### src/rtl/core/averaged_divider_resistance_macros.svh
// Assertion helpers for the divider resistance meter.
// Each check is sampled on the rising edge of i_clk and is off while i_rst_n is low.
`ifndef AVERAGED_DIVIDER_RESISTANCE_MACROS_SVH
`define AVERAGED_DIVIDER_RESISTANCE_MACROS_SVH

`ifndef SYNTHESIS
`define ADR_ASSERT_IMP(name, ante, cons, msg) \
    name: assert property (@(posedge i_clk) disable iff (!i_rst_n) (ante) |-> (cons)) \
        else $error(msg);
`define ADR_ASSERT_NEXT(name, ante, cons, msg) \
    name: assert property (@(posedge i_clk) disable iff (!i_rst_n) (ante) |=> (cons)) \
        else $error(msg);
`else
`define ADR_ASSERT_IMP(name, ante, cons, msg)
`define ADR_ASSERT_NEXT(name, ante, cons, msg)
`endif

`endif

### src/rtl/core/adr_pkg.sv
package adr_pkg;

    localparam int ADC_BITS   = 10;
    localparam int SAMPLE_W   = 10;
    localparam int CNT_W      = 10;
    localparam int SUM_W      = ADC_BITS + CNT_W;
    localparam int AVG_FRAC   = 6;
    localparam int AVG_W      = 16;
    localparam int MV_W       = 13;
    localparam int R_W        = 20;
    localparam int OHMS_W     = 32;
    localparam int NUM_W      = R_W + SUM_W;
    localparam int STEP_W     = $clog2(NUM_W + 1);
    localparam int CFG_IDX_W  = 2;
    localparam int CFG_DATA_W = R_W;

    // Iterations of the shared divider for each quotient.
    localparam int AVG_ITERS = AVG_FRAC + SUM_W;
    localparam int MV_ITERS  = MV_W + SUM_W;
    localparam int OHM_ITERS = NUM_W;

    localparam int S_TDATA_W   = ((SAMPLE_W + 7) / 8) * 8;
    localparam int M_FIELDS_W  = AVG_W + MV_W + OHMS_W;
    localparam int M_TDATA_W   = ((M_FIELDS_W + 7) / 8) * 8;

    localparam int AVG_SCALE = 1 << AVG_FRAC;
    localparam logic [SUM_W-1:0]    FULL_CODE   = SUM_W'((1 << ADC_BITS) - 1);
    localparam logic [SAMPLE_W-1:0] SAMPLE_MASK = SAMPLE_W'((1 << ADC_BITS) - 1);
    localparam logic [AVG_W-1:0]    AVG_MAX     = AVG_W'(((1 << ADC_BITS) - 1) * AVG_SCALE);

    localparam logic [CNT_W-1:0] RST_SAMPLE_COUNT = CNT_W'(50);
    localparam logic             RST_PULL_UP      = 1'b0;
    localparam logic [MV_W-1:0]  RST_REF_MV       = MV_W'(3300);
    localparam logic [R_W-1:0]   RST_KNOWN_OHMS   = R_W'(10000);

    typedef enum logic [CFG_IDX_W-1:0] {
        CFG_SAMPLE_COUNT = 2'd0,
        CFG_PULL_UP      = 2'd1,
        CFG_REF_MV       = 2'd2,
        CFG_KNOWN_OHMS   = 2'd3
    } t_cfg_idx;

    typedef enum logic [1:0] {
        OP_AVG,
        OP_MV,
        OP_OHM
    } t_op;

    typedef struct packed {
        logic [CNT_W-1:0] sample_count;
        logic             pull_up_mode;
        logic [MV_W-1:0]  ref_millivolts;
        logic [R_W-1:0]   known_ohms;
    } t_cfg;

    typedef struct packed {
        logic accept;
        t_op  op;
        logic mul;
        logic div_load;
        logic div_step;
        logic store;
        logic out_load;
    } t_dp_cmd;

    typedef struct packed {
        logic close;
        logic out_free;
    } t_dp_sts;

    function automatic logic [STEP_W-1:0] op_iters(input t_op op);
        logic [STEP_W-1:0] iters;
        case (op)
            OP_AVG:  iters = STEP_W'(AVG_ITERS);
            OP_MV:   iters = STEP_W'(MV_ITERS);
            default: iters = STEP_W'(OHM_ITERS);
        endcase
        return iters;
    endfunction

endpackage

### src/rtl/core/adr_ctrl.sv
module adr_ctrl (
    input  logic             i_clk,
    input  logic             i_rst_n,
    input  logic             i_s_tvalid,
    output logic             o_s_tready,
    input  adr_pkg::t_dp_sts i_sts,
    output adr_pkg::t_dp_cmd o_cmd
);
    import adr_pkg::*;

    typedef enum logic [2:0] {
        S_IDLE,
        S_MUL,
        S_LOAD,
        S_DIV,
        S_STORE,
        S_OUT
    } t_state;

    t_state            r_state, n_state;
    t_op               r_op, n_op;
    logic [STEP_W-1:0] r_steps, n_steps;
    logic              r_ready;
    logic              w_accept;

    assign w_accept   = i_s_tvalid && r_ready;
    assign o_s_tready = r_ready;

    always_comb begin
        n_state        = r_state;
        n_op           = r_op;
        n_steps        = r_steps;
        o_cmd          = '0;
        o_cmd.op       = r_op;
        o_cmd.accept   = w_accept;
        case (r_state)
            S_IDLE: begin
                if (w_accept && i_sts.close) begin
                    n_op    = OP_AVG;
                    n_state = S_MUL;
                end
            end
            S_MUL: begin
                o_cmd.mul = 1'b1;
                n_state   = S_LOAD;
            end
            S_LOAD: begin
                o_cmd.div_load = 1'b1;
                n_steps        = op_iters(r_op);
                n_state        = S_DIV;
            end
            S_DIV: begin
                o_cmd.div_step = 1'b1;
                n_steps        = r_steps - 1'b1;
                if (r_steps == STEP_W'(1)) begin
                    n_state = S_STORE;
                end
            end
            S_STORE: begin
                o_cmd.store = 1'b1;
                case (r_op)
                    OP_AVG: begin
                        n_op    = OP_MV;
                        n_state = S_MUL;
                    end
                    OP_MV: begin
                        n_op    = OP_OHM;
                        n_state = S_MUL;
                    end
                    default: begin
                        n_state = S_OUT;
                    end
                endcase
            end
            S_OUT: begin
                // The previous result must have left the output register first.
                if (i_sts.out_free) begin
                    o_cmd.out_load = 1'b1;
                    n_state        = S_IDLE;
                end
            end
            default: begin
                n_state = S_IDLE;
            end
        endcase
    end

    always_ff @(posedge i_clk) begin
        if (!i_rst_n) begin
            r_state <= S_IDLE;
            r_op    <= OP_AVG;
            r_steps <= '0;
            r_ready <= 1'b1;
        end else begin
            r_state <= n_state;
            r_op    <= n_op;
            r_steps <= n_steps;
            r_ready <= (n_state == S_IDLE);
        end
    end

endmodule

### src/rtl/core/adr_dpath.sv
module adr_dpath (
    input  logic                         i_clk,
    input  logic                         i_rst_n,
    input  adr_pkg::t_cfg                i_cfg,
    input  adr_pkg::t_dp_cmd             i_cmd,
    output adr_pkg::t_dp_sts             o_sts,
    input  logic [adr_pkg::SAMPLE_W-1:0] i_sample,
    input  logic                         i_m_tready,
    output logic                         o_m_tvalid,
    output logic [adr_pkg::AVG_W-1:0]    o_average_q6,
    output logic [adr_pkg::MV_W-1:0]     o_millivolts,
    output logic [adr_pkg::OHMS_W-1:0]   o_ohms,
    output logic                         o_saturated
);
    import adr_pkg::*;

    // Accumulator.
    logic [SUM_W-1:0] r_sum;
    logic [CNT_W-1:0] r_cnt;
    logic [SUM_W-1:0] w_sum_inc;
    logic [CNT_W-1:0] w_cnt_inc;
    logic [CNT_W-1:0] w_limit;
    logic             w_close;

    // Closed window.
    logic [SUM_W-1:0] r_win_sum;
    logic [CNT_W-1:0] r_win_n;
    logic [SUM_W-1:0] w_full;
    logic [SUM_W-1:0] w_gap;

    // Multiplier and shared restoring divider.
    logic [R_W-1:0]   w_mul_a;
    logic [SUM_W-1:0] w_mul_b;
    logic [SUM_W-1:0] w_den;
    logic [NUM_W-1:0] r_prod;
    logic [NUM_W-1:0] r_num;
    logic [SUM_W-1:0] r_den;
    logic [SUM_W-1:0] r_rem;
    logic [SUM_W:0]   w_rem_sh;
    logic [SUM_W:0]   w_rem_sub;
    logic             w_ge;

    // Quotients and output register.
    logic [AVG_W-1:0]  r_avg;
    logic [MV_W-1:0]   r_mv;
    logic [OHMS_W-1:0] r_ohms;
    logic              r_sat;
    logic              r_m_valid;
    logic [AVG_W-1:0]  r_o_avg;
    logic [MV_W-1:0]   r_o_mv;
    logic [OHMS_W-1:0] r_o_ohms;
    logic              r_o_sat;

    assign w_sum_inc = r_sum + SUM_W'(i_sample & SAMPLE_MASK);
    assign w_cnt_inc = r_cnt + 1'b1;
    assign w_limit   = (i_cfg.sample_count == '0) ? CNT_W'(1) : i_cfg.sample_count;
    // A count lowered in mid-window closes the window on the next sample.
    assign w_close   = (w_cnt_inc >= w_limit);

    always_ff @(posedge i_clk) begin
        if (!i_rst_n) begin
            r_sum <= '0;
            r_cnt <= '0;
        end else if (i_cmd.accept) begin
            if (w_close) begin
                r_sum <= '0;
                r_cnt <= '0;
            end else begin
                r_sum <= w_sum_inc;
                r_cnt <= w_cnt_inc;
            end
        end
    end

    always_ff @(posedge i_clk) begin
        if (i_cmd.accept && w_close) begin
            r_win_sum <= w_sum_inc;
            r_win_n   <= w_cnt_inc;
        end
    end

    assign w_full = SUM_W'(r_win_n) * FULL_CODE;
    assign w_gap  = w_full - r_win_sum;

    always_comb begin
        case (i_cmd.op)
            OP_MV: begin
                w_mul_a = R_W'(i_cfg.ref_millivolts);
                w_mul_b = r_win_sum;
                w_den   = w_full;
            end
            OP_OHM: begin
                w_mul_a = i_cfg.known_ohms;
                w_mul_b = i_cfg.pull_up_mode ? w_gap : r_win_sum;
                w_den   = i_cfg.pull_up_mode ? r_win_sum : w_gap;
            end
            default: begin
                w_mul_a = R_W'(AVG_SCALE);
                w_mul_b = r_win_sum;
                w_den   = SUM_W'(r_win_n);
            end
        endcase
    end

    assign w_rem_sh  = {r_rem, r_num[NUM_W-1]};
    assign w_ge      = (w_rem_sh >= {1'b0, r_den});
    assign w_rem_sub = w_rem_sh - {1'b0, r_den};

    always_ff @(posedge i_clk) begin
        if (i_cmd.mul) begin
            r_prod <= NUM_W'(w_mul_a) * NUM_W'(w_mul_b);
        end
        if (i_cmd.div_load) begin
            // Left-align the dividend so that the quotient ends in the low bits.
            r_den <= w_den;
            r_rem <= '0;
            case (i_cmd.op)
                OP_AVG:  r_num <= r_prod << (NUM_W - AVG_ITERS);
                OP_MV:   r_num <= r_prod << (NUM_W - MV_ITERS);
                default: r_num <= r_prod << (NUM_W - OHM_ITERS);
            endcase
        end else if (i_cmd.div_step) begin
            r_rem <= w_ge ? w_rem_sub[SUM_W-1:0] : w_rem_sh[SUM_W-1:0];
            r_num <= {r_num[NUM_W-2:0], w_ge};
        end
    end

    always_ff @(posedge i_clk) begin
        if (i_cmd.store) begin
            case (i_cmd.op)
                OP_AVG: begin
                    r_avg <= r_num[AVG_W-1:0];
                end
                OP_MV: begin
                    r_mv <= r_num[MV_W-1:0];
                end
                default: begin
                    if ((r_den == '0) || (r_num[NUM_W-1:OHMS_W] != '0)) begin
                        r_ohms <= '1;
                        r_sat  <= 1'b1;
                    end else begin
                        r_ohms <= r_num[OHMS_W-1:0];
                        r_sat  <= 1'b0;
                    end
                end
            endcase
        end
    end

    always_ff @(posedge i_clk) begin
        if (!i_rst_n) begin
            r_m_valid <= 1'b0;
        end else if (i_cmd.out_load) begin
            r_m_valid <= 1'b1;
        end else if (i_m_tready) begin
            r_m_valid <= 1'b0;
        end
    end

    always_ff @(posedge i_clk) begin
        if (i_cmd.out_load) begin
            r_o_avg  <= r_avg;
            r_o_mv   <= r_mv;
            r_o_ohms <= r_ohms;
            r_o_sat  <= r_sat;
        end
    end

    assign o_sts.close    = w_close;
    assign o_sts.out_free = !r_m_valid || i_m_tready;

    assign o_m_tvalid   = r_m_valid;
    assign o_average_q6 = r_o_avg;
    assign o_millivolts = r_o_mv;
    assign o_ohms       = r_o_ohms;
    assign o_saturated  = r_o_sat;

endmodule

### src/rtl/core/averaged_divider_resistance.sv
// Averaged voltage-divider resistance meter.
// Slave stream s_axis carries one ADC code per request in tdata. Every sample_count
// samples close a window, and the master stream m_axis then carries one result:
// the average in 10.6 fixed point, the voltage in millivolts and the sensor
// resistance in ohms, with tuser flagging a saturated resistance.
// A sample that does not close a window leaves s_axis_tready high, so the next can
// follow at once. A closing sample starts three quotients on one shared restoring
// divider, one bit per cycle: 26, 33 and 40 iterations, each with a multiply, a load
// and a store step, and a final step loads the output register. s_axis_tready stays
// low from the closing request until the output register is loaded.
// The result sits in an output register; while the receiver stalls, samples are
// still accepted, and only the next closed window waits for that register.
// Registers must be written by the user through i_cfg_we/i_cfg_idx/i_cfg_wdata only
// while idle; the block does not enforce it. Synchronous reset clears the sum, the
// sample count and any pending result, and loads sample_count 50, pull-down mode,
// 3300 mV and 10000 ohms.
module averaged_divider_resistance (
    input  logic                           i_clk,
    input  logic                           i_rst_n,
    input  logic                           s_axis_tvalid,
    output logic                           s_axis_tready,
    input  logic [adr_pkg::S_TDATA_W-1:0]  s_axis_tdata,  // sample
    output logic                           m_axis_tvalid,
    input  logic                           m_axis_tready,
    output logic [adr_pkg::M_TDATA_W-1:0]  m_axis_tdata,  // average_q6, millivolts, ohms
    output logic [0:0]                     m_axis_tuser,  // saturated
    input  logic                           i_cfg_we,
    input  logic [adr_pkg::CFG_IDX_W-1:0]  i_cfg_idx,
    input  logic [adr_pkg::CFG_DATA_W-1:0] i_cfg_wdata
);
    import adr_pkg::*;

`include "averaged_divider_resistance_macros.svh"

    t_cfg              r_cfg;
    t_dp_cmd           w_cmd;
    t_dp_sts           w_sts;
    logic [AVG_W-1:0]  w_avg;
    logic [MV_W-1:0]   w_mv;
    logic [OHMS_W-1:0] w_ohms;
    logic              w_sat;

    always_ff @(posedge i_clk) begin
        if (!i_rst_n) begin
            r_cfg.sample_count   <= RST_SAMPLE_COUNT;
            r_cfg.pull_up_mode   <= RST_PULL_UP;
            r_cfg.ref_millivolts <= RST_REF_MV;
            r_cfg.known_ohms     <= RST_KNOWN_OHMS;
        end else if (i_cfg_we) begin
            case (t_cfg_idx'(i_cfg_idx))
                CFG_SAMPLE_COUNT: r_cfg.sample_count   <= i_cfg_wdata[CNT_W-1:0];
                CFG_PULL_UP:      r_cfg.pull_up_mode   <= i_cfg_wdata[0];
                CFG_REF_MV:       r_cfg.ref_millivolts <= i_cfg_wdata[MV_W-1:0];
                CFG_KNOWN_OHMS:   r_cfg.known_ohms     <= i_cfg_wdata[R_W-1:0];
                default: begin
                end
            endcase
        end
    end

    adr_ctrl u_ctrl (
        .i_clk      (i_clk),
        .i_rst_n    (i_rst_n),
        .i_s_tvalid (s_axis_tvalid),
        .o_s_tready (s_axis_tready),
        .i_sts      (w_sts),
        .o_cmd      (w_cmd)
    );

    adr_dpath u_dpath (
        .i_clk        (i_clk),
        .i_rst_n      (i_rst_n),
        .i_cfg        (r_cfg),
        .i_cmd        (w_cmd),
        .o_sts        (w_sts),
        .i_sample     (s_axis_tdata[SAMPLE_W-1:0]),
        .i_m_tready   (m_axis_tready),
        .o_m_tvalid   (m_axis_tvalid),
        .o_average_q6 (w_avg),
        .o_millivolts (w_mv),
        .o_ohms       (w_ohms),
        .o_saturated  (w_sat)
    );

    assign m_axis_tdata = {{(M_TDATA_W - M_FIELDS_W){1'b0}}, w_ohms, w_mv, w_avg};
    assign m_axis_tuser = w_sat;

    `ADR_ASSERT_IMP(a_sat_all_ones, m_axis_tvalid && w_sat, w_ohms == '1, "ohms not all ones")
    `ADR_ASSERT_IMP(a_avg_range, m_axis_tvalid, w_avg <= AVG_MAX, "average above full scale")
    `ADR_ASSERT_IMP(a_busy_not_ready, w_cmd.mul || w_cmd.div_step, !s_axis_tready, "tready high")
    `ADR_ASSERT_IMP(a_load_when_free, w_cmd.out_load, w_sts.out_free, "output register busy")
    `ADR_ASSERT_NEXT(a_load_valid, w_cmd.out_load, m_axis_tvalid, "loaded result not presented")

endmodule

### config.mk
export PLATFORM = sky130hd
export DESIGN_NAME = averaged_divider_resistance
export DESIGN_NICKNAME = d
export VERILOG_FILES = /design/src/rtl/core/adr_pkg.sv /design/src/rtl/core/adr_ctrl.sv /design/src/rtl/core/adr_dpath.sv /design/src/rtl/core/averaged_divider_resistance.sv
export VERILOG_INCLUDE_DIRS = /design/src /design/src/rtl/core
export SDC_FILE = /design/constraint.sdc
export NUM_CORES = 2
export LEC_CHECK = 0
export BUFFER_PORTS_ARGS = -buffer_cell sky130_fd_sc_hd__buf_2
export CAP_MARGIN = 10
export CELL_PAD_IN_SITES_DETAIL_PLACEMENT = 0
export CELL_PAD_IN_SITES_GLOBAL_PLACEMENT = 2
export CORE_AREA = 2 2 281 283
export CTS_CLUSTER_SIZE = 14
export DETAILED_ROUTE_END_ITERATION = 12
export DIE_AREA = 0 0 283 285
export GPL_ROUTABILITY_DRIVEN = 0
export PLACE_DENSITY = 0.92
export SYNTH_ARGS = -nofsm -noshare
export SYNTH_HDL_FRONTEND = slang
export SYNTH_SLANG_ARGS = --single-unit
### constraint.sdc
create_clock -name i_clk -period 15.6 [get_ports i_clk]
set_input_delay 2.34 -clock i_clk [delete_from_list [all_inputs] [get_ports i_clk]]
set_output_delay 2.34 -clock i_clk [all_outputs]
set_load 0.005 [all_outputs]
# Yosys cells after proc, flatten, opt, wreduce, memory -nomap -nowiden

Cells that the tools add are included.

Flip-flop bits (word level): 361
Bits of input ports: 43
Output and inout port bits: 67

Add/sub/neg operators: 5
$mul: 2
$lt $le $gt $ge: 2
Equal/unequal tests: 13
Mux-type cells: 31
Bitwise logic cells: 1
Reductions and logical operators: 25

Operator list:

| operator               | number |
|---|---|
| $mux 20                | 5 |
| $mux 40                | 2 |
| $pmux 20 s2            | 2 |
| $pmux 40 s2            | 1 |
| $mul 20x20->40         | 1 |
| $sub 20x20->20         | 2 |
| $pmux 6 s2             | 2 |
| $ge 21x20->1           | 1 |
| $add 20x10->20         | 1 |
| $logic_not 20->1       | 1 |
| $mul 10x10->20 const B | 1 |
| $mux 10                | 2 |
| $pmux 3 s6             | 1 |
| $reduce_and 2->1       | 7 |
| $mux 3                 | 4 |
| $add 10x1->10 const B  | 1 |
| $ge 10x10->1           | 1 |
| $logic_not 10->1       | 1 |
| $mux 1                 | 9 |
| $pmux 2 s2             | 2 |
| $reduce_bool 2->1      | 4 |
| $reduce_bool 8->1      | 1 |
| $eq 2x2->1 const B     | 3 |
| $eq 3x2->1 const B     | 2 |
| other kinds (16)       | 22 |

# Logic depth before layout (Yosys ltp)

Word-level depth: 7
Mapped depth: 51

# Modules after synthesis

Synthesis repeated with hierarchy kept, for this count alone.

Cell total of the unflattened synthesis: 3401
Area total of the unflattened synthesis: 32920.3 µm²

Modules (own cells, without submodules):

| module                      | instances | cells each | area each (µm²) | seq. area each (µm²) |
|---|---|---|---|---|
| adr_dpath                   | 1         | 3129       | 30391.6         | 8648.3 |
| averaged_divider_resistance | 1         | 185        | 1773.0          | 880.8 |
| adr_ctrl                    | 1         | 87         | 755.7           | 240.2 |

# Worst setup path after synthesis

No wires, ideal clock.

Kind: reg2reg
Start: reg u_dpath.r_win_n[5]
End: reg u_dpath.r_prod[39] (data pin)
Setup time: 0.260 ns
Arrival time: 11.830 ns
Required time: 15.340 ns
Path slack: 3.510 ns
Stages on the path, launching flop included: 46
Buffers on the path: 1
Path through: edfxtp_1 > fa_1 > fa_1 > inv_1 > fa_1 > fa_1 > inv_1 > fa_1 > ha_1 > o21a_1 > nor2_1 > nor2b_2 > a21oi_1 > o311ai_0 > o221ai_1 > xnor2_1 > ha_1 > a21o_1 > [10 not listed] > fa_1 > fa_1 > fa_1 > fa_1 > inv_1 > fa_1 > inv_1 > ha_1 > clkbuf_1 > and3_1 > and3_1 > a32o_1 > o21ai_2 > a31oi_1 > a211o_1 > a31o_1 > a31oi_1 > xnor2_1

Word-level cells in the longest chain between the ends: 5

RTL lines:

| what                     | line             | text |
|---|---|---|
| start: declaration       | adr_dpath.sv:27  | `logic [CNT_W-1:0] r_win_n;` |
| start signal: assignment | adr_dpath.sv:78  | `r_win_n <= w_cnt_inc;` |
| $mul 10x10->20           | adr_dpath.sv:82  | `assign w_full = SUM_W'(r_win_n) * FULL_CODE;` |
| $sub 20x20->20           | adr_dpath.sv:83  | `assign w_gap = w_full - r_win_sum;` |
| $mux 20                  | adr_dpath.sv:94  | `w_mul_b = i_cfg.pull_up_mode ? w_gap : r_win_sum;` |
| $mux 20                  | adr_dpath.sv:86  | `case (i_cmd.op)` |
| $mul 20x20->40           | adr_dpath.sv:111 | `r_prod <= NUM_W'(w_mul_a) * NUM_W'(w_mul_b);` |
| end signal: assignment   | adr_dpath.sv:111 |  |
| end: declaration         | adr_dpath.sv:35  | `logic [NUM_W-1:0] r_prod;` |

Every way passes these cells.
A chain may end at the register's enable or synchronous reset.

# Worst setup path in the final report

Ends and elaborated chain as after synthesis.

==> qor.csv <==
stage,metric,value,unit
clock_tree,cts_tree,built,
timing,fmax,0.0735,GHz
worst_setup_path,cp_data_arrival_time,13.92,ns
finish,post-route-util,45.3,%
worst_setup_path,cp_max_fo,12,
clock_tree,clock-root-buffer,clkbuf_16,
run_status,status,finished clean,
logic_synthesis,synth-warning-count,0,
grt,grt_max_degree,66,
logic_synthesis,yosys.cell_types.count,93,
clock_tree,cts_htree_levels,2,
finish,drive_above_1_share,8.69,%
worst_setup_path,critPathMaxStageDelay,0.74,ns
grt,grt_use_total,20.4,%
timing,setup_violations,0,
timing,layout_setup_ws,1.99,ns
clock_tree,hold_buffers,0,
worst_setup_path,crit_top_cell,fa_1,
worst_setup_path,reg2reg_slack,1.99,ns
timing,rsz0062_at_grt,false,
worst_setup_path,reg2reg_depth,42,
logic_synthesis,synthesis.area,32400,µm²
route,vias,23233,
clock_tree,cts.path.max_buffers,3,
worst_setup_path,slowest_stage,xnor2_2,
grt,antenna_found_initial,1,
timing,post-route-min-period,13.61,ns
route,drc,0,
logic_synthesis,synth_top_family_by_area,adder cells,
floorplan,io_pins,110,
logic_synthesis,synth_xor_area_share,2.99,%
job,drv_cap,0,
timing,holdWs,0.417,ns
worst_setup_path,crit_path_end,u_dpath.r_prod[39]$_DFFE_PP_,
grt,grt_overflow,0,
floorplan,start_util,41.5,%
place,place.port_buffers,100,
worst_setup_path,rr_startpoint,u_dpath.r_win_n[5]$_DFFE_PP_,
place,placed_cell_area,34000,µm²
worst_setup_path,r2r_end,u_dpath.r_prod[39]$_DFFE_PP_,
grt,grt_first_pass_wirelength,130000,µm
timing,worst_pin_slew,1.22,ns
worst_setup_path,cp-end-kind,register,
power,p_total,2.11,mW
logic_synthesis,synth_compound_area_share,10.9,%
min_path,hp-class,register to register,
route,drtIter0Drc,1546,
clock_tree,cts_resized,0,
timing,fin_tns_setup,0,ns
logic_synthesis,synth_mux_area_share,0.912,%
timing,fin_worst_skew,0.0415,ns
clock_tree,cts-buffers-inserted,39,
finish,area_delta_synth_final,9.08,%
logic_synthesis,synth-edff-count,254,
floorplan,die_h,285,µm
worst_setup_path,setup.worst_path.start,u_dpath.r_win_n[5]$_DFFE_PP_,
route,dr.pass1.iters,5,
timing,slew_headroom,18.6,%
power,p_leak,15.8,nW
logic_synthesis,synth_seq_cells,361,
logic_synthesis,ys_seq_area_share,30.2,%
logic_synthesis,ys_async_sr_fraction,0,%
logic_synthesis,synthAdderAreaFrac,33.2,%
timing,slew_violations,0,
route,wl_per_cell,17.9,µm
logic_synthesis,syn_avg_cell_area,9.60,µm²
logic_synthesis,synth_ff_type,edfxtp_1,
power,powerDensity,59.7,nW/µm²
clock_tree,post_cts_buffers,0,
min_path,min_delay_path_depth,0,
place,dpl.hpwl,63800,µm
finish,nets,4104,
route,vias_per_cell,5.16,
floorplan,core,78000,µm²
place,place_ws,1.97,ns
route,ant_nets,0,
min_path,holdCritStartpoint,u_dpath.r_mv[6]$_DFFE_PP_,
grt,grt_pass1_vias,23659,
worst_setup_path,cp-start-kind,register,
floorplan,rows,103,
timing,finalCritPeriodShare,87.3,%
floorplan,die_w,283,µm
clock_tree,clock-sinks,361,
finish,fin_area,35300,µm²
worst_setup_path,required,15.90,ns
timing,hold_viol,0,
clock_tree,clk_latency,0.57,ns
logic_synthesis,postSynthCellCount,3375,
worst_setup_path,path_class,register to register,
clock_tree,path_clk_slew,0.06,ns
place,placedCellCount,4433,
route,drt_wl_total,80800,µm
logic_synthesis,synthSimpleGateAreaFrac,14.1,%
power,irDropWorstVdd,79.5,µV
floorplan,die_area,80700,µm²
finish,stdcell_count,4503,
[synthesized netlist by cell type, drive strengths merged, types with 52 or more instances]
cell type	count	area [µm²]
nand2	520	1950
fa	369	7390
xnor2	66	586
edfxtp	254	7630
o21ai	111	559
ha	268	3350
inv	516	1940
nor2	251	957
a21oi	157	790
clkbuf	125	469
dfxtp	107	2140
a22oi	52	390
[layer usage]
metal	track usage [%]	vias up	share of wire, %
met5	0	-	0.024
met4	4.23	2	2.0
met3	2.78	104	5.4
met2	33.4	582	45
met1	29.0	11379	47
li1	-	11166	-
[how the worst min path moves through the flow]
stage / end
CTS: u_dpath.o_ohms[17]$_DFFE_PP_
finish: u_dpath.o_millivolts[6]$_DFFE_PP_
global route: u_dpath.o_millivolts[2]$_DFFE_PP_
floorplan: u_dpath.o_average_q6[0]$_DFFE_PP_
global placement: u_dpath.o_ohms[8]$_DFFE_PP_
detailed placement: u_dpath.o_average_q6[11]$_DFFE_PP_
[worst max-delay path, delay by kind of cell, from the launching register on]
family	cells	cell delay (ns)
multiplexers	1	0.09
buffers and inverters	2	0.11
flip-flops	1	0.58
XOR/XNOR	3	1.19
AND/OR/NAND/NOR	7	1.14
adder cells (fa/ha/maj)	15	6.91
AO/OA/AOI/OAI	14	3.28
[power breakdown]
| group | leakage (nW) | switching, mW | internal [mW] | total, mW |
|---|---|---|---|---|
| logic | 12.1 | 0.0890 | 0.0608 | 0.150 |
| clock network | 0.618 | 0.393 | 0.531 | 0.923 |
| registers | 3.05 | 0.00953 | 1.03 | 1.04 |
[cell families (layout without fill, tap and decap cells)]
group | Yosys count | after routing
AO/OA/AOI/OAI | 540 | 540
XOR/XNOR | 109 | 109
adder cells (fa/ha/maj) | 637 | 637
buffers and inverters | 660 | 735
flip-flops | 361 | 361
multiplexers | 26 | 26
other | 1 | 4
AND/OR/NAND/NOR | 1041 | 1041
[final cells by class]
cell class / instances / area, µm²
Multi-Input combinational cell: 2356 / 20100
Inverter: 516 / 1940
Clock buffer: 49 / 1030
Antenna cell: 1 / 2.50
Timing Repair Buffer: 150 / 876
Tap cell: 1050 / 1310
Sequential cell: 361 / 9770
Clock inverter: 20 / 256
Fill cell: 7564 / 42600
[placed cells by master (no fill, tap or decap), drive strengths merged, types with 43 or more instances in the layout]
cell,n
nor2,251
clkbuf,49
ha,268
dfxtp,107
xnor2,66
o21ai,111
nand3,48
a21oi,157
a21o,43
fa,369
inv,519
nand2,520
edfxtp,254
a22oi,52
xor2,43
buf,150
[sequential cells by signal (all words and copies together), names as in the netlist, 32 cells and up]
name	flops
u_dpath.r_num	40
r_cfg	44
u_dpath.r_ohms	32
u_dpath.o_ohms	32
u_dpath.r_prod	40
No activity file was read; power rests on OpenSTA's default activity.
